<file path="src/adsr_pkg.sv">
// Shared types and constants for the ADSR envelope gain pipeline.
// No dependencies; imported by every module of the block.
package adsr_pkg;

	localparam int unsigned FULL_SCALE = 65536;
	localparam int unsigned LEN_W      = 24;
	localparam int unsigned GAIN_W     = 17;
	localparam int unsigned CNT_W      = 32;
	localparam int unsigned NUM_W      = 41;
	localparam int unsigned DIV_STAGES = 17;

	typedef enum logic [1:0] {
		REG_ATTACK  = 2'd0,
		REG_DECAY   = 2'd1,
		REG_SUSTAIN = 2'd2,
		REG_RELEASE = 2'd3
	} reg_idx_t;

	typedef struct packed {
		logic [LEN_W-1:0] attack_length;
		logic [LEN_W-1:0] decay_length;
		logic [GAIN_W-1:0] sustain_gain;
		logic [LEN_W-1:0] release_length;
	} cfg_t;

	// Sideband that rides along with a division
	typedef struct packed {
		logic              bypass;
		logic [GAIN_W-1:0] bypass_val;
		logic              rel;
		logic              rel_zero;
		logic [LEN_W-1:0]  rem_time;
	} side_t;

endpackage

</file>
<file path="src/adsr_front.sv">
// Phase decode and numerator build for the held level (stages s1..s4).
// Depends on adsr_pkg; feeds the first adsr_div.
module adsr_front import adsr_pkg::*; (
	input  logic             clk,
	input  logic             arst_n,
	input  logic             en,
	input  cfg_t             cfg,
	input  logic             in_valid,
	input  logic [CNT_W-1:0] elapsed_count,
	input  logic             is_released,
	input  logic [CNT_W-1:0] release_point,
	output logic             out_valid,
	output logic [NUM_W-1:0] num,
	output logic [LEN_W-1:0] den,
	output side_t            side
);

	logic             vld_s1, vld_s2, vld_s3, vld_s4;
	logic [CNT_W-1:0] u_s1, dt_s1;
	logic             rel_s1, rel_s2, rel_s3;
	logic             att_s2, dec_s2, att_s3, dec_s3;
	logic [LEN_W-1:0] u_s2, e_s2, u_s3;
	logic             relz_s2, relz_s3;
	logic [LEN_W-1:0] remt_s2, remt_s3;
	logic [NUM_W-1:0] prod_s3;
	logic [NUM_W-1:0] num_s4;
	logic [LEN_W-1:0] den_s4;
	side_t            side_s4;

	logic [CNT_W:0]   ad_sum;
	logic [GAIN_W-1:0] gap;

	assign ad_sum = {{(CNT_W-LEN_W+1){1'b0}}, cfg.attack_length}
		+ {{(CNT_W-LEN_W+1){1'b0}}, cfg.decay_length};
	assign gap = GAIN_W'(FULL_SCALE) - cfg.sustain_gain;

	always_ff @(posedge clk or negedge arst_n) begin
		if (!arst_n) begin
			vld_s1 <= 1'b0;
			vld_s2 <= 1'b0;
			vld_s3 <= 1'b0;
			vld_s4 <= 1'b0;
		end else if (en) begin
			vld_s1 <= in_valid;
			vld_s2 <= vld_s1;
			vld_s3 <= vld_s2;
			vld_s4 <= vld_s3;
		end
	end

	always_ff @(posedge clk) begin
		if (en) begin
			// s1: pick the time that sets the held level, clamp time since release
			u_s1   <= is_released ? release_point : elapsed_count;
			dt_s1  <= (release_point > elapsed_count) ? '0 : elapsed_count - release_point;
			rel_s1 <= is_released;
			// s2: phase decode
			att_s2  <= u_s1 < {{(CNT_W-LEN_W){1'b0}}, cfg.attack_length};
			dec_s2  <= {1'b0, u_s1} < ad_sum;
			u_s2    <= u_s1[LEN_W-1:0];
			e_s2    <= u_s1[LEN_W-1:0] - cfg.attack_length;
			rel_s2  <= rel_s1;
			relz_s2 <= dt_s1 >= {{(CNT_W-LEN_W){1'b0}}, cfg.release_length};
			remt_s2 <= cfg.release_length - dt_s1[LEN_W-1:0];
			// s3: decay slope product
			prod_s3 <= NUM_W'(e_s2) * NUM_W'(gap);
			att_s3  <= att_s2;
			dec_s3  <= dec_s2;
			u_s3    <= u_s2;
			rel_s3  <= rel_s2;
			relz_s3 <= relz_s2;
			remt_s3 <= remt_s2;
			// s4: numerator and divisor
			num_s4 <= att_s3 ? {1'b0, u_s3, 16'h0000}
				: {1'b0, cfg.decay_length, 16'h0000} - prod_s3;
			den_s4 <= att_s3 ? cfg.attack_length : cfg.decay_length;
			side_s4.bypass     <= !att_s3 && !dec_s3;
			side_s4.bypass_val <= cfg.sustain_gain;
			side_s4.rel        <= rel_s3;
			side_s4.rel_zero   <= relz_s3;
			side_s4.rem_time   <= remt_s3;
		end
	end

	assign out_valid = vld_s4;
	assign num       = num_s4;
	assign den       = den_s4;
	assign side      = side_s4;

endmodule

</file>
<file path="config.mk">
export PLATFORM = sky130hd
export DESIGN_NAME = adsr_front
export DESIGN_NICKNAME = d
export VERILOG_FILES = /design/src/adsr_pkg.sv /design/src/adsr_front.sv
export SDC_FILE = /design/constraint.sdc
export NUM_CORES = 2
export LEC_CHECK = 0
export CORE_MARGIN = 5
export CORE_UTILIZATION = 55
export DETAILED_ROUTE_END_ITERATION = 6
export DONT_BUFFER_PORTS = 1
export PLACE_DENSITY = 0.7
export SETUP_SLACK_MARGIN = 0.3
export SLEW_MARGIN = 20
export SYNTH_ARGS = -nofsm -noshare
export SYNTH_HDL_FRONTEND = slang
export SYNTH_SLANG_ARGS = --single-unit
export TNS_END_PERCENT = 30
</file>
<file path="constraint.sdc">
create_clock -name clk -period 12.3 [get_ports clk]
set_clock_uncertainty 0.15 [all_clocks]
set_input_delay 2.46 -clock clk [delete_from_list [all_inputs] [get_ports clk]]
set_output_delay 2.46 -clock clk [all_outputs]
set_load 0.1 [all_outputs]
</file>
==> impl_metrics.py <==
metrics = {
    "routing": {
        "wl_per_cell_um": 19.9,
        "drt-vias-per-instance": 5.75,
        "drc": 0,
        "drt_pass1_iterations": 5,
        "ant_nets": 0,
        "totalWireLength_um": 80100,
        "vias": 23100,
        "drt-initial-drc-count": 1919,
    },
    "synthesis": {
        "synth_seq_cells": 347,
        "ys_seq_area_frac": 0.316,
        "synth.distinct_cells": 80,
        "synth_xor_area_frac": 0.0447,
        "syn_avg_cell_area_um2": 10.1,
        "synthTopCellsByArea": "edfxtp_1 31%, fa_1 20%, ha_1 11%",
        "synth_ff_type": "edfxtp_1",
        "synthAdderAreaFrac": 0.314,
        "synth_area_um2": 32900,
        "synth_top_family_by_area": "adder cells",
        "synthMuxAreaShare": 0.0212,
        "netlist_instances": 3253,
        "synth_warnings": 0,
        "synth_edf_count": 343,
        "synth_top_area_frac": 0.313,
        "synth.most_common_cell": "inv_1",
        "async_flop_share": 0.0115,
        "synth_compound_area_frac": 0.102,
        "synth_top_cell_by_area": "edfxtp_1",
        "synthSimpleGateAreaFrac": 0.123,
        "syn_nets": 4036,
        "ys_top_cells_by_count": "591 x inv_1, 396 x nand2_1, 343 x edfxtp_1, 333 x fa_1, 292 x ha_1",
    },
    "cts": {
        "cts_sinks": 347,
        "clkTransAtPathRegs_ns": 0.06,
        "cts_tree": "yes",
        "ctsResizeCount": 0,
        "clk_path_buf_depth": 3,
        "cts_buffers": 41,
        "postCtsHoldBufs": 0,
        "htreeDepth": 2,
        "cts_root_buf": "clkbuf_16",
        "cts_setup_buffers": 0,
        "worstSkewPairLatency_ns": 0.57,
    },
    "final_layout": {
        "fill_cells": 4893,
        "diodes": 0,
        "fin_area_um2": 35100,
        "area_growth_pct": 6.83,
        "layout.nets": 3993,
        "drive_gt1_frac": 0.0592,
    },
    "job": {
        "maxCapViolations": 0,
    },
    "critical_path": {
        "regToRegStartpoint": "e_s2[12]",
        "start_kind": "input port",
        "crit_arrival_ns": 10.19,
        "cp_top_family": "adder cells",
        "slowest_delay_ns": 0.58,
        "critPathKind": "in -> reg",
        "r2r_slack_ns": 4.96,
        "crit_path_end": "prod_s3[33]",
        "r2r_cells": 22,
        "rr_endpoint": "prod_s3[33]",
        "crit_buf_inv": 4,
        "slowest_stage": "or4b_1",
        "cp.depth": 26,
        "end_kind": "flop",
        "crit_required_ns": 12.46,
        "cpMostUsedCell": "fa_1",
        "startpoint": "cfg[29]",
        "crit_fanout": 24,
    },
    "placed_design": {
        "placed_area_um2": 33700,
        "io_buffers": 0,
        "hpwl_um": 61900,
        "place_congestion": 0.929,
    },
    "grt": {
        "antenna_found_initial": 0,
        "grt_max_degree": 348,
        "grt_usage": 0.249,
        "grt_pass1_wl_um": 127000,
        "grt-ovfl-total": 0,
        "grt_pass1_vias": 23600,
    },
    "die": {
        "initial_core_util": 0.556,
        "fp.dieH_um": 254,
        "dieArea_um2": 64800,
        "ios": 268,
        "die_w_um": 254,
        "rows": 89,
        "core_um2": 59100,
    },
    "sta": {
        "fin_crit_sh": 0.815,
        "finalCriticalPeriod_ns": 10.02,
        "achievable-frequency_ghz": 0.0998,
        "fin_setup_tns_ns": 0,
        "relSlewSlack": 0.305,
        "rsz0062_at_grt": "false",
        "max_slew.worst_pin.slew_ns": 1.04,
        "hold_viol_final": 0,
        "finalSetupViolCount": 0,
        "slew_viol_final": 0,
    },
    "hold_path": {
        "hp-class": "reg -> reg",
    },
    "run_status": {
        "outcome": "complete, no violations",
    },
}
==> cell families (layout without fill, tap and decap cells) <==
logic type | count (synthesis) | count (layout)
simple gates | 851 | 851
mux | 62 | 62
buf+inv | 697 | 687
fa+ha+maj | 625 | 625
compound gates | 504 | 504
xor+xnor | 167 | 167
flops | 347 | 347
==> flip-flops by register name (all words and copies together), names as in the netlist, 24 cells and up <==
signal   cells
u_s2        24
remt_s3     24
num         41
prod_s3     41
dt_s1       32
u_s1        32
side        44
u_s3        24
e_s2        24
den         24
remt_s2     24
==> layer usage <==
metal  vias up  global-route usage  wire (um)
met5         -                   0          0
met4         0              0.0741       2580
met2       867               0.415      38700
li1      10600                   -          -
met1     11400               0.334      32700
met3       171              0.0483       6130
==> cell type report <==
cell class / instances / area [um^2] / share of cell area
multi-input combinational: 2209 / 19900 / 0.568
timing repair buffer: 20 / 150 / 0.00427
sequential: 347 / 10400 / 0.296
inverter: 591 / 2220 / 0.0632
clock inverter: 26 / 345 / 0.00983
clock buffer: 50 / 1100 / 0.0313
tap: 773 / 967 / 0.0275
==> how the worst min path moves through the flow <==
| stage | start | end | slack (ns) | cells past startpoint |
|---|---|---|---|---|
| global route | u_s2[16] | u_s3[16] | 0.27 | 0 |
| detailed placement | remt_s2[20] | remt_s3[20] | 0.25 | 0 |
| CTS | u_s2[19] | u_s3[19] | 0.26 | 0 |
| finish | u_s2[19] | u_s3[19] | 0.26 | 0 |
| global placement | u_s2[17] | u_s3[17] | 0.25 | 0 |
| floorplan | att_s2 | att_s3 | 0.25 | 0 |
==> cells in the final DEF, fill, tap and decap left out, types with 12 or more instances in the layout <==
| cell type | instances |
|---|---|
| a211oi_1 | 12 |
| a21o_1 | 100 |
| a21oi_1 | 134 |
| a31oi_1 | 20 |
| and2_1 | 131 |
| and3_1 | 21 |
| buf_4 | 20 |
| clkbuf_16 | 42 |
| edfxtp_1 | 343 |
| fa_1 | 333 |
| ha_1 | 292 |
| inv_1 | 591 |
| mux2_2 | 61 |
| nand2_1 | 396 |
| nand2b_1 | 19 |
| nand3_1 | 20 |
| nand4_1 | 19 |
| nor2_1 | 133 |
| nor2b_1 | 25 |
| nor3_1 | 31 |
| o21a_1 | 26 |
| o21ai_0 | 84 |
| o21ai_1 | 12 |
| o21bai_1 | 18 |
| o31ai_1 | 12 |
| xnor2_1 | 89 |
| xor2_1 | 67 |
==> metrics by stage <==
stage	util	instances	hold slack, ns	setup WS (ns)
finish	0.594	4016	0.256	2.28
CTS	0.594	4016	0.262	2.29
detailed placement	0.570	3940	0.255	1.69
global route	0.594	4016	0.272	1.96
global placement	0.569	3940	0.250	1.78
floorplan	-	3253	0.250	2.01
Power is not shown: default switching activity piles up to over one toggle a cycle in this logic, so the estimate is an artifact.
