**config.mk**
```make
export PLATFORM = sky130hd
export DESIGN_NAME = adsr_div
export DESIGN_NICKNAME = d
export VERILOG_FILES = /design/src/adsr_pkg.sv /design/src/adsr_div.sv
export SDC_FILE = /design/constraint.sdc
export NUM_CORES = 2
export LEC_CHECK = 0
export CAP_MARGIN = 0
export CORE_MARGIN = 5
export CORE_UTILIZATION = 60
export DETAILED_ROUTE_END_ITERATION = 12
export DONT_BUFFER_PORTS = 1
export GPL_TIMING_DRIVEN = 0
export PLACE_DENSITY_LB_ADDON = 0.15
export SLEW_MARGIN = 20
export SYNTH_ARGS = -nofsm -noshare
export SYNTH_HDL_FRONTEND = slang
export SYNTH_SLANG_ARGS = --single-unit
```
**constraint.sdc**
```tcl
create_clock -name clk -period 5 [get_ports clk]
set_input_delay 0.5 -clock clk [delete_from_list [all_inputs] [get_ports clk]]
set_output_delay 0.5 -clock clk [all_outputs]
set_load 0.005 [all_outputs]
```
**src/adsr_pkg.sv**
```systemverilog
// Shared types and constants for the ADSR envelope gain pipeline.
// No dependencies; imported by every module of the block.
package adsr_pkg;

	localparam int unsigned FULL_SCALE = 65536;
	localparam int unsigned LEN_W      = 24;
	localparam int unsigned GAIN_W     = 17;
	localparam int unsigned CNT_W      = 32;
	localparam int unsigned NUM_W      = 41;
	localparam int unsigned DIV_STAGES = 17;

	typedef enum logic [1:0] {
		REG_ATTACK  = 2'd0,
		REG_DECAY   = 2'd1,
		REG_SUSTAIN = 2'd2,
		REG_RELEASE = 2'd3
	} reg_idx_t;

	typedef struct packed {
		logic [LEN_W-1:0] attack_length;
		logic [LEN_W-1:0] decay_length;
		logic [GAIN_W-1:0] sustain_gain;
		logic [LEN_W-1:0] release_length;
	} cfg_t;

	// Sideband that rides along with a division
	typedef struct packed {
		logic              bypass;
		logic [GAIN_W-1:0] bypass_val;
		logic              rel;
		logic              rel_zero;
		logic [LEN_W-1:0]  rem_time;
	} side_t;

endpackage

```
**src/adsr_div.sv**
```systemverilog
// Pipelined restoring divider, one quotient bit per stage (17 stages).
// Depends on adsr_pkg. Quotient must fit 17 bits; sideband travels alongside.
module adsr_div import adsr_pkg::*; (
	input  logic              clk,
	input  logic              arst_n,
	input  logic              en,
	input  logic              in_valid,
	input  logic [NUM_W-1:0]  num,
	input  logic [LEN_W-1:0]  den,
	input  side_t             side_in,
	output logic              out_valid,
	output logic [GAIN_W-1:0] quot,
	output side_t             side_out
);

	logic [NUM_W-1:0]  rem_s  [DIV_STAGES];
	logic [LEN_W-1:0]  den_s  [DIV_STAGES];
	logic [GAIN_W-1:0] quot_s [DIV_STAGES];
	side_t             side_s [DIV_STAGES];
	logic              vld_s  [DIV_STAGES];

	for (genvar i = 0; i < DIV_STAGES; i++) begin : g_stage
		localparam int K = DIV_STAGES - 1 - i;
		logic [NUM_W-1:0]  rem_in;
		logic [LEN_W-1:0]  den_in;
		logic [GAIN_W-1:0] quot_in;
		side_t             side_in_i;
		logic              vld_in;
		logic [NUM_W-1:0]  trial;
		logic              ge;

		if (i == 0) begin : g_first
			assign rem_in    = num;
			assign den_in    = den;
			assign quot_in   = '0;
			assign side_in_i = side_in;
			assign vld_in    = in_valid;
		end else begin : g_next
			assign rem_in    = rem_s[i-1];
			assign den_in    = den_s[i-1];
			assign quot_in   = quot_s[i-1];
			assign side_in_i = side_s[i-1];
			assign vld_in    = vld_s[i-1];
		end

		assign trial = {{(NUM_W-LEN_W){1'b0}}, den_in} << K;
		assign ge    = rem_in >= trial;

		always_ff @(posedge clk or negedge arst_n) begin
			if (!arst_n) begin
				vld_s[i] <= 1'b0;
			end else if (en) begin
				vld_s[i] <= vld_in;
			end
		end

		always_ff @(posedge clk) begin
			if (en) begin
				rem_s[i]  <= ge ? rem_in - trial : rem_in;
				den_s[i]  <= den_in;
				quot_s[i] <= quot_in | ({{(GAIN_W-1){1'b0}}, ge} << K);
				side_s[i] <= side_in_i;
			end
		end
	end

	assign out_valid = vld_s[DIV_STAGES-1];
	assign quot      = quot_s[DIV_STAGES-1];
	assign side_out  = side_s[DIV_STAGES-1];

endmodule

```
==> run summary <==
run status - finished, final reports clean
TritonCTS clock tree - built
peak supply drop - 429 uV
Die Footprint - 155000 sq um
setup repair after global routing missed its margin - false
net switching fraction of the power - 31.9%
Fin Clk Skew - 72.7 ps
beginning of the worst hold path - num[37]
worst hold path stage count - 3
TritonCTS buffer count - 190
Total GRT Usage - 25.0%
Post-Synthesis Mean Instance Area - 13.5 sq um
type of the worst setup path - reg -> reg
portion of total power attributed to sequential cells - 43.6%
cell repeated most along the worst path - sky130_fd_sc_hd__buf_1
Worst EP required - 5530 ps
instance area at placement - 90800 sq um
power share of the clock group - 27.3%
async set-reset flop share out of synthesis - 0.868%
total of buffers placed on input and output ports - 0
crit-path max FO - 10
most used flip-flop cell after synthesis - sky130_fd_sc_hd__edfxtp_1
final setup margin - 99.3 ps
crit-path max cell delay - 670 ps
wire length of the first global-routing pass - 298000 um
number of warnings reported in the yosys synthesis log - 0
Post-CTS Setup Bufs - 0
vias - 52400
Area growth syn-to-layout - 11.8%
RePlAce Congestion - 0.934
count of flip-flops with a built-in enable after synthesis - 1941
kind of capture point of the worst setup path - register
DRC violations left - 0
average via count per standard cell - 5.88
cells after synthesis - 6522
power density cells - 545 nW/um^2
HP Class - in -> reg
syn nets - 7059
largest cells by area after synthesis - sky130_fd_sc_hd__edfxtp_1, sky130_fd_sc_hd__ha_1, sky130_fd_sc_hd__xnor2_1, sky130_fd_sc_hd__a21oi_1, sky130_fd_sc_hd__inv_1
CTS Root Buffer Type - sky130_fd_sc_hd__clkbuf_16
share of the cycle needed by the critical path after routing - 98.0%
Least-Margin Pin Slew - 1080 ps
worst reg2reg endpoint - rem_s[0][632]
largest net degree at the start of global routing - 286
# IOs - 175
most common library cell in the layout ignoring fill and taps - sky130_fd_sc_hd__edfxtp_1
via count of the first global-routing pass - 52176
Std-Cell Rows - 140
initial core utilization - 60.4%
Fmax achieved - 0.204 GHz
chain of cells forming the critical path - ha_1 > and3_1 > nand4b_1 > nor3_1 > nand3_1 > nand4_1 > a311o_1 > buf_2 > buf_1 > buf_1 > a21oi_1
biggest area consumer among synthesized cells - sky130_fd_sc_hd__edfxtp_1
Worst Reg2Reg Path Length in Cells - 11
shortest period the worst path allows - 4900 ps
Critical Path Source Type - register
WL per Instance - 21.5 um
Die Width - 393 um
total overflow reported by the global router - 0
total routed wirelength - 192000 um
Worst Hold End - rem_s[0][37]
worst hold slack - 172 ps
leakage power - 0.0371 uW
total negative slack for setup checks - 0 ps
clock tree sinks - 1958
total standard cell area after synthesis - 88100 sq um
FF-to-FF setup slack - 100 ps
P_int - 36600 uW
synthesis-stage register bit count - 1958
detailed placer's ending HPWL - 136000 um
worst slack, placed - 210 ps
Layout Nets - 7375
total count of max-transition violations in the final report - 0
number of library cell types mapped by synthesis - 88
P_sw - 17200 uW
Filler Cells Inserted - 10074
worst r2r src - rem_s[0][591]
clock tree buffer depth - 3
proportion of synthesized chip area in sequential cells - 66.6%
cell type of the slowest stage on the worst timing path - sky130_fd_sc_hd__nor3_1
final cell area excluding filler cells - 98600 sq um
ratio of cells with drive above 1 in the final layout - 6.95%
clock edge transition at the registers on the reported setup and hold paths - 70 ps
proportion of power drawn by combinational gates - 29.1%
Synth top area share - 66.1%
violation count after the first detailed-routing iteration - 4191
final hold viol count - 0
final-report setup violation count - 0
worst relative slew slack - 28.0%
Maximum Capacitance Violations - 0
DRT Pass-1 Iters - 8
overall power after layout - 53800 uW
arrival time of data at the critical path endpoint - 5430 ps
Antenna Nets Post-Route - 0
Die H - 393 um
highest-count cells in the layout ignoring fill and taps - sky130_fd_sc_hd__edfxtp_1, sky130_fd_sc_hd__inv_1, sky130_fd_sc_hd__a21oi_1
initial antenna violation count - 3
# H-tree levels - 4
source-to-sink clock delay at the later pin of the worst-skew pair - 830 ps
Core Box Area - 146000 sq um
worst max-delay path by stage:
stage	endpoint	cells past startpoint	from	slack (ps)
6_report	rem_s[0][632]	11	rem_s[0][591]	100
5_1_grt	rem_s[0][473]	13	den_s[0][240]	30
4_1_cts	rem_s[0][158]	11	den_s[0][48]	170
3_5_place_dp	rem_s[0][632]	11	rem_s[0][591]	210
3_3_place_gp	rem_s[0][158]	10	rem_s[0][106]	-210
2_1_floorplan	rem_s[0][33]	12	den[1]	1660
Yosys cell counts, types with 26 or more instances:
master and count:
sky130_fd_sc_hd__a211oi_1 39, sky130_fd_sc_hd__a21o_1 198, sky130_fd_sc_hd__a21oi_1 424, sky130_fd_sc_hd__a31oi_1 46, sky130_fd_sc_hd__and2_1 27, sky130_fd_sc_hd__and3_1 52, sky130_fd_sc_hd__and4_1 26, sky130_fd_sc_hd__clkbuf_1 96
sky130_fd_sc_hd__edfxtp_1 1941, sky130_fd_sc_hd__ha_1 408, sky130_fd_sc_hd__inv_1 522, sky130_fd_sc_hd__mux2_2 98, sky130_fd_sc_hd__nand2_1 377, sky130_fd_sc_hd__nand2b_1 65, sky130_fd_sc_hd__nand3_1 121, sky130_fd_sc_hd__nand4_1 63
sky130_fd_sc_hd__nor2_1 412, sky130_fd_sc_hd__nor2b_1 66, sky130_fd_sc_hd__nor3_1 112, sky130_fd_sc_hd__nor4_1 62, sky130_fd_sc_hd__o211ai_1 35, sky130_fd_sc_hd__o21a_1 69, sky130_fd_sc_hd__o21ai_0 317, sky130_fd_sc_hd__o21bai_1 44
sky130_fd_sc_hd__o31ai_1 52, sky130_fd_sc_hd__or3_1 39, sky130_fd_sc_hd__xnor2_1 254, sky130_fd_sc_hd__xor2_1 169
through the flow:
| stage | util [%] | std cells |
|---|---|---|
| after floorplan | - | 6522 |
| after global placement | 62.0 | 8439 |
| after detailed placement | 62.2 | 8449 |
| after CTS | 67.5 | 8911 |
| after global routing | 67.6 | 8914 |
| final | 67.6 | 8915 |
registers in the layout, summed over array words and instances (netlist names):
name	count
den_s	384
g_stage.vld_in	16
out_valid	1
quot_s	153
rem_s	656
side_s	748
critical path, delay by kind of cell, from the launching register on:
family,cells,cell delay (ps)
adder cells (fa/ha/maj),1,400
AND/OR/NAND/NOR,5,1810
flip-flops,1,400
AO/OA/AOI/OAI,2,430
buffers and inverters,3,1540
what timing repair did:
action / in CTS / in global routing
setup endpoints to repair: 0 / 3
hold endpoints to repair: 133 / 0
hold buffers: 111 / 0
gates resized for setup: 0 / 1
per-layer routing:
| metal | track usage (%) | vias to the layer above | wire length (um) |
|---|---|---|---|
| li1 | - | 25039 | - |
| met1 | 33.5 | 25393 | 81200 |
| met2 | 42.1 | 1589 | 92900 |
| met3 | 3.62 | 379 | 10000 |
| met4 | 9.40 | 0 | 7550 |
| met5 | 0 | - | 0 |
power by group through the flow:
stage / Combinational, uW / Sequential (uW) / Clock (uW)
global placement: 14800 / 23700 / 0
global route: 17400 / 23700 / 15800
finish: 15700 / 23400 / 14700
floorplan: 11600 / 22900 / 0
CTS: 15500 / 23400 / 15000
detailed placement: 15300 / 23700 / 0
cells by family (layout without fill, tap and decap cells):
family	after synthesis	count (layout)	synth area share, %
muxes	105	105	1.33
DFF	1958	1958	66.6
adders and majority gates	424	424	6.16
other	0	1	0
and+or+nand+nor	1558	1558	8.83
AOI/OAI and AO/OA	1400	1400	10.0
buffers and inverters	654	1129	2.83
xor gates and xnor gates	423	423	4.20
cell type report:
type / count / area (sq um) / share of cell area, %
multi-input combinational: 3910 / 27000 / 27.3
sequential: 1958 / 58700 / 59.6
buffer: 131 / 534 / 0.542
clock inverter: 135 / 1670 / 1.69
antenna: 1 / 2.50 / 0.00254
tap: 1917 / 2400 / 2.43
inverter: 523 / 1960 / 1.99
timing repair buffer: 124 / 1470 / 1.49
clock buffer: 216 / 4870 / 4.94
(Power assumes the default switching activity.)
