**config.mk**
```make
export PLATFORM = sky130hd
export DESIGN_NAME = adsr_rel
export DESIGN_NICKNAME = d
export VERILOG_FILES = /design/src/adsr_pkg.sv /design/src/adsr_rel.sv
export SDC_FILE = /design/constraint.sdc
export NUM_CORES = 1
export LEC_CHECK = 0
export BUFFER_PORTS_ARGS = -buffer_cell sky130_fd_sc_hd__buf_2
export CAP_MARGIN = 20
export CORE_MARGIN = 10
export CORE_UTILIZATION = 60
export DETAILED_ROUTE_END_ITERATION = 8
export PLACE_DENSITY_LB_ADDON = 0.12
export SKIP_LAST_GASP = 1
export SYNTH_ARGS = -nofsm -noshare
export SYNTH_HDL_FRONTEND = slang
export SYNTH_SLANG_ARGS = --single-unit
```
**constraint.sdc**
```tcl
create_clock -name clk -period 0.8 [get_ports clk]
set_input_delay 0.12 -clock clk [delete_from_list [all_inputs] [get_ports clk]]
set_output_delay 0.12 -clock clk [all_outputs]
set_load 0.01 [all_outputs]
```
**src/adsr_pkg.sv**
```systemverilog
// Shared types and constants for the ADSR envelope gain pipeline.
// No dependencies; imported by every module of the block.
package adsr_pkg;

	localparam int unsigned FULL_SCALE = 65536;
	localparam int unsigned LEN_W      = 24;
	localparam int unsigned GAIN_W     = 17;
	localparam int unsigned CNT_W      = 32;
	localparam int unsigned NUM_W      = 41;
	localparam int unsigned DIV_STAGES = 17;

	typedef enum logic [1:0] {
		REG_ATTACK  = 2'd0,
		REG_DECAY   = 2'd1,
		REG_SUSTAIN = 2'd2,
		REG_RELEASE = 2'd3
	} reg_idx_t;

	typedef struct packed {
		logic [LEN_W-1:0] attack_length;
		logic [LEN_W-1:0] decay_length;
		logic [GAIN_W-1:0] sustain_gain;
		logic [LEN_W-1:0] release_length;
	} cfg_t;

	// Sideband that rides along with a division
	typedef struct packed {
		logic              bypass;
		logic [GAIN_W-1:0] bypass_val;
		logic              rel;
		logic              rel_zero;
		logic [LEN_W-1:0]  rem_time;
	} side_t;

endpackage

```
**src/adsr_rel.sv**
```systemverilog
// Release scaling: turns the held level into the release numerator (stage r1).
// Depends on adsr_pkg; sits between the two adsr_div instances.
module adsr_rel import adsr_pkg::*; (
	input  logic              clk,
	input  logic              arst_n,
	input  logic              en,
	input  logic              in_valid,
	input  logic [GAIN_W-1:0] quot,
	input  side_t             side_in,
	output logic              out_valid,
	output logic [NUM_W-1:0]  num,
	output side_t             side_out
);

	logic              vld_s1;
	logic [NUM_W-1:0]  num_s1;
	side_t             side_s1;
	logic [GAIN_W-1:0] level;

	assign level = side_in.bypass ? side_in.bypass_val : quot;

	always_ff @(posedge clk or negedge arst_n) begin
		if (!arst_n) begin
			vld_s1 <= 1'b0;
		end else if (en) begin
			vld_s1 <= in_valid;
		end
	end

	always_ff @(posedge clk) begin
		if (en) begin
			num_s1 <= NUM_W'(level) * NUM_W'(side_in.rem_time);
			side_s1.bypass     <= !side_in.rel || side_in.rel_zero;
			side_s1.bypass_val <= side_in.rel ? '0 : level;
			side_s1.rel        <= side_in.rel;
			side_s1.rel_zero   <= side_in.rel_zero;
			side_s1.rem_time   <= side_in.rem_time;
		end
	end

	assign out_valid = vld_s1;
	assign num       = num_s1;
	assign side_out  = side_s1;

endmodule

```
==> impl_metrics.yaml, run 1 <==
grt:
  grt_pass1_wl_mm: 76.5
  first_global_vias: 15300
  grt_max_degree: 51
  grt_antenna_before_repair: 0
  grt_overflow_total: 0
  grt.total_usage: 0.290
logic_synthesis:
  yosysMostFrequentCell: "inv_1"
  yosysTopAreaCell: "fa_1"
  synth_fp_nets: 2209
  yosysUniqueCellTypes: 51
  synth_top_cells_by_area: "fa_1 (41%), edfxtp_1 (16%), inv_1 (9.4%), ha_1 (8.9%), nand2_1 (6.5%)"
  netlist.area_leader.share: 0.407
  synth-main-ff-cell: "edfxtp_1"
  async_flop_share: 0.0116
  synthTopCellsByCount: "inv_1 (407), fa_1 (329), nand2_1 (282)"
  ys_seq_elements: 86
  syn_inst: 1700
  synth-edff-count: 85
  synth_area_mm2: 0.0162
  yosysSeqAreaShare: 0.159
  ys_warn_count: 0
  syn-mean-instance-area_um2: 9.53
critical_path:
  cp.required_ns: 0.92
  reg2reg_setup_slack_ns: 0.07
  worst_setup_path_start_kind: "input pin"
  worstPathMaxFanout: 8
  crit_type: "input pin to flop"
  critPathSlowestCell: "fa_1"
  cp.arrival_ns: 5.99
  r2r_cells: 1
  cp_cell_sequence: "buf_16 -> buf_8 -> mux2_4 -> buf_6 -> buf_12 -> and2_1 -> fa_1 -> fa_1 -> fa_1 -> fa_1 -> fa_1 -> inv_2 -> fa_1 -> inv_2 -> ha_4 -> nand4_1 -> a21oi_1 -> o21ai_2 -> a221o_1 -> a31oi_1 -> xnor2_1"
  crit_top_cell: "fa_1"
  reg2reg_to: "out_valid"
  cp-end-kind: "flop"
  timing.rr.start: "out_valid"
  cpPeakStageDelay_ns: 0.58
final_layout:
  instances_no_fill: 2457
  nNetsFinal: 2620
  ff_latch_area_mm2: 0.00258
  antenna_cells: 0
  fin_area_mm2: 0.0217
  drive_above_1_share: 0.346
  area.growth.synth_to_final_pct: 33.7
  fillers: 1657
  multi_input_area_mm2: 0.0132
sta:
  hold_violations: 0
  fmax_ghz: 0.170
  rsz0062_at_grt: "true"
  drv_slew: 0
  worst_slack_ns: -5.07
  fin_crit_sh: 7.34
  whs_ns: 0.0644
  worst_pin_slew_ns: 0.399
  skew_ns: 0
  min_period_ns: 5.87
  max_slew_margin: 0.732
  setup_viol: 136
floorplanning:
  core-area_mm2: 0.0267
  die_height_um: 184
  die_w_um: 184
  rows: 60
  initial_utilization: 0.606
  dieArea_mm2: 0.0340
  num_io_pins: 151
route:
  wl_mm: 48.2
  drtIter0Drc: 862
  drcViolationCount: 0
  route.antenna.remaining_nets: 0
  vias: 13600
  wl_per_cell_um: 19.6
  vias_per_cell: 5.53
  drtPass1Iterations: 7
run_status:
  run_status: "complete, but fails checks"
  violations: "negative setup slack"
hold_path:
  hp-class: "input pin to async pin"
placed_design:
  placed_cell_area_mm2: 0.0194
  io_buffers: 150
  hpwl_mm: 35.8
  gp_congestion: 0.955
  place_inst: 2367
cts:
  clock_sinks: 86
  insertion_delay_ns: 0.36
  numCtsBuffers: 9
  clk_pin_slew_worst_paths_ns: 0.07
  clockBufferDepth: 2
  cts_tree: "yes"
  cts_root_buf: "clkbuf_16"
  cts_htree_levels: 3
run:
  drv_cap: 0
[layout make-up]
| type | count | share of cell area |
|---|---|---|
| multi-input combinational | 1142 | 0.608 |
| timing repair buffer | 465 | 0.167 |
| sequential | 86 | 0.119 |
| inverter | 407 | 0.0705 |
| tap | 341 | 0.0197 |
| clock buffer | 9 | 0.0104 |
| clock inverter | 7 | 0.00589 |
[per-layer routing]
layer	part of all wire	global-route usage	vias to the layer above
met1	0.33	0.294	6862
met5	0	0	-
met3	0.049	0.0402	261
met4	0.083	0.207	0
li1	-	-	5902
met2	0.54	0.536	555
[logic make-up (layout without fill, tap and decap cells)]
group,count (synthesis),after routing,share of synthesized area
xor+xnor,37,37,0.0200
flops,86,86,0.159
mux,19,24,0.0132
compound gates,114,114,0.0471
fa+ha+maj,444,444,0.496
simple gates,523,523,0.154
buf+inv,477,888,0.111
[critical path, delay by kind of cell]
kind / cells / cell delay, ns
muxes: 1 / 0.34
adders and majority gates: 7 / 3.46
and+or+nand+nor: 2 / 0.37
xor gates and xnor gates: 1 / 0.09
buffers and inverters: 6 / 0.61
AOI/OAI and AO/OA: 4 / 0.99
[worst max path at each step]
| stage | endpoint | start | cells past startpoint |
|---|---|---|---|
| final | num[40] | side_in[43] | 21 |
| after global routing | num[22] | side_in[43] | 26 |
| after CTS | num[40] | side_in[43] | 22 |
| after detailed placement | num[40] | side_in[43] | 20 |
| after global placement | num[34] | side_in[43] | 21 |
| after floorplan | num[40] | side_in[43] | 22 |
[layout by cell type (no fill, tap or decap), types with 8 or more instances in the layout]
cell type,netlist,routed
a21oi_2,0,12
buf_6,1,65
buf_2,2,144
nand2_1,282,261
inv_1,407,373
edfxtp_1,85,85
a21oi_4,0,9
o21ai_2,0,10
and2_4,0,30
buf_12,0,8
nand4_1,8,8
nor2_1,29,18
nand2_2,0,14
ha_4,0,39
a21oi_1,38,17
clkbuf_16,0,9
mux2_4,0,23
inv_2,0,34
fa_1,329,305
and2_1,160,131
xnor2_1,24,20
fa_2,0,24
buf_4,1,235
a21o_1,12,11
ha_1,115,75
nor2b_1,22,19
xor2_1,13,12
[what timing repair did]
action                                  in CTS  in global routing
gates resized for setup                    199                126
pin swaps                                   91                 82
setup buffers                               39                 30
cloned                                       9                  0
hold buffers                                 3                  0
endpoints found under the setup margin     144                136
endpoints found under the hold margin        3                  0
[registers in the layout, indices dropped and copies added (netlist names)]
| register | cells |
|---|---|
| side_out | 44 |
| num | 41 |
| out_valid | 1 |
[metrics by stage]
stage	TNS, ns	util	setup WS [ns]
after global routing	-194.33	0.810	-5.23
final	-186.27	0.810	-5.07
after CTS	-181.43	0.787	-4.94
after detailed placement	-204.97	0.726	-5.62
after floorplan	-168.52	-	-5.18
after global placement	-202.12	0.726	-5.53
Power of run 1 is not shown: default switching activity piles up to over one toggle a cycle in this logic, so the estimate is an artifact.
==> inputs of run 2 (changes only) <==
- ABC_AREA: default -> 1
- CORE_UTILIZATION: 60 -> 57
- clock period: 0.8 -> 5 ns (I/O delays scaled with it)
==> run 2 against run 1 <==
Against the previous run:
- the flow still finishes with violations (negative setup slack)
- cell area grew 1.8%
- hold slack gained 0.071 ns
- clock skew is the same
- clock-buffer cell count is the same
- non-clock buffer count shrank 18
- core utilization shrank 4.9 points
- global-route usage shrank 0.16 points
- sequential share of layout area shrank 0.21 points
- critical path depth grew 6
- critical endpoint is now num[38]
==> impl_metrics.yaml, run 2 <==
run_status:
  run_status: "complete, but fails checks"
  violations: "negative setup slack"
route:
  wl_per_cell_um: 18.6
  vias_per_cell: 5.19
  vias: 14500
  wl_mm: 51.9
  drcViolationCount: 0
  route.antenna.remaining_nets: 0
  drtPass1Iterations: 7
  drtIter0Drc: 1200
critical_path:
  reg2reg_to: "out_valid"
  crit_end: "num[38]"
  reg2reg_setup_slack_ns: 4.25
  startpoint: "side_in[43]"
  timing.rr.start: "out_valid"
  worstPathMaxFanout: 7
  cp-end-kind: "flop"
  worst_setup_path_start_kind: "input pin"
  crit_type: "input pin to flop"
  r2r_cells: 1
  cp.arrival_ns: 6.05
  cp.required_ns: 5.13
sta:
  drv_slew: 0
  worst_pin_slew_ns: 0.820
  tns_ns: -24.32
  skew_ns: 0
  fmax_ghz: 0.169
  rsz0062_at_grt: "true"
  fin_crit_sh: 1.18
  worst_slack_ns: -0.920
  min_period_ns: 5.92
  whs_ns: 0.135
  max_slew_margin: 0.454
  setup_viol: 32
  hold_violations: 0
final_layout:
  drive_above_1_share: 0.342
  antenna_cells: 0
  layout_commonest_cell: "inv_1"
  fillers: 2085
  nNetsFinal: 2915
  area.growth.synth_to_final_pct: 30.7
  largest_reg_flops: 44
  layout_common_cells: "inv_1 (467), nand2_1 (375), fa_1 (309)"
logic_synthesis:
  ys_warn_count: 0
  async_flop_share: 0.0116
  yosysUniqueCellTypes: 36
  yosysTopAreaCell: "fa_1"
  syn-mean-instance-area_um2: 8.42
  yosysSeqAreaShare: 0.153
  synth_fp_nets: 2512
  synthTopCellsByCount: "inv_1 (527), nand2_1 (448), fa_1 (329)"
  netlist.area_leader.share: 0.391
  synth_top_cells_by_area: "fa_1 (39%), edfxtp_1 (15%), inv_1 (12%), nand2_1 (10%), ha_1 (8.5%)"
  ys_seq_elements: 86
  yosysMostFrequentCell: "inv_1"
  syn_inst: 2003
  synth-main-ff-cell: "edfxtp_1"
  synth-edff-count: 85
  synth_area_mm2: 0.0169
placed_design:
  io_buffers: 150
  hpwl_mm: 41.5
  gp_congestion: 0.948
  post-place-ws_ns: -1.52
cts:
  numCtsBuffers: 9
  clockBufferDepth: 2
  insertion_delay_ns: 0.37
  hold_buffers: 0
  clk_pin_slew_worst_paths_ns: 0.08
  cts_tree: "yes"
  cts_htree_levels: 3
  clock_sinks: 86
  cts_root_buf: "clkbuf_16"
grt:
  grt_antenna_before_repair: 0
  grt.total_usage: 0.289
  grt_overflow_total: 0
  first_global_vias: 15700
  grt_max_degree: 54
  grt_pass1_wl_mm: 81.3
floorplanning:
  num_io_pins: 151
  dieArea_mm2: 0.0369
  initial_utilization: 0.583
  die_w_um: 192
  die_height_um: 192
  rows: 62
  core-area_mm2: 0.0289
run:
  drv_cap: 0
hold_path:
  hp-class: "input pin to async pin"
[run 2: cell count changes in the layout (fill, tap and decap cells not counted), moves of 23 or more]
cell     delta
and2_1    -131
and2_4     -28
buf_6      -31
inv_1      +94
inv_2      +24
mux2_4     -23
nand2_1   +114
nand2_2    +55
nand2_4    +30
nor2_1    +172
[run 2: cells by family after synthesis]
group,count (synthesis),synth area share
AO/OA/AOI/OAI,56,0.0180
XOR/XNOR,22,0.0114
adder cells (fa/ha/maj),444,0.476
buffers and inverters,604,0.144
flip-flops,86,0.153
multiplexers,1,0.000668
AND/OR/NAND/NOR,790,0.197
[run 2: worst max-delay path: stages]
cell	delay, ns
buf_12	0.13
buf_6	0.12
or2_4	0.26
buf_12	0.14
nand2_8	0.08
nor2_1	0.06
fa_1	0.53
inv_2	0.05
fa_2	0.56
fa_1	0.42
inv_2	0.08
fa_2	0.45
fa_1	0.52
inv_1	0.05
fa_1	0.49
inv_2	0.05
ha_4	0.31
nand2_4	0.08
buf_4	0.14
nor2_4	0.12
nand3_2	0.10
nand3_4	0.13
nand2_2	0.08
nand2_4	0.12
nand2_2	0.08
nand3_1	0.08
nand2_1	0.05
[run 2: area by class of cell]
cell class / instances / area [um2] / share of cell area
Timing Repair Buffer: 447 / 3420 / 0.155
Timing Repair inverter: 2 / 15.0 / 0.000681
Inverter: 546 / 2130 / 0.0967
Multi-Input combinational cell: 1314 / 13100 / 0.596
Tap cell: 384 / 480 / 0.0218
Clock inverter: 7 / 61.3 / 0.00278
Sequential cell: 86 / 2580 / 0.117
Clock buffer: 9 / 225 / 0.0102
[run 2: timing repair]
action	4_1_cts	5_1_grt
endpoints found under the setup margin	33	33
endpoints found under the hold margin	0	0
pin swaps	51	121
cloned	3	3
buffers inserted	23	42
gates resized for setup	145	194
[run 2: worst min-delay path by stage]
stage,end,cells past startpoint
floorplan,out_valid,0
global placement,out_valid,1
detailed placement,out_valid,1
CTS,out_valid,1
global route,out_valid,1
finish,out_valid,1
[run 2: metrics by stage]
stage / utilization / cell area, um2 / instances
2_1_floorplan: - / 17300 / 2003
4_1_cts: 0.731 / 21200 / 2755
3_3_place_gp: 0.694 / 20100 / 2713
6_report: 0.762 / 22000 / 2795
3_5_place_dp: 0.694 / 20100 / 2713
5_1_grt: 0.762 / 22000 / 2795
[run 2: routing by layer]
layer | wire length [um] | vias up | track usage
met5 | 0 | - | 0
met4 | 2520 | 0 | 0.125
met3 | 3670 | 139 | 0.0443
met2 | 27000 | 585 | 0.527
met1 | 18700 | 7226 | 0.328
li1 | - | 6544 | -
Power of run 2 is left out for the same reason.
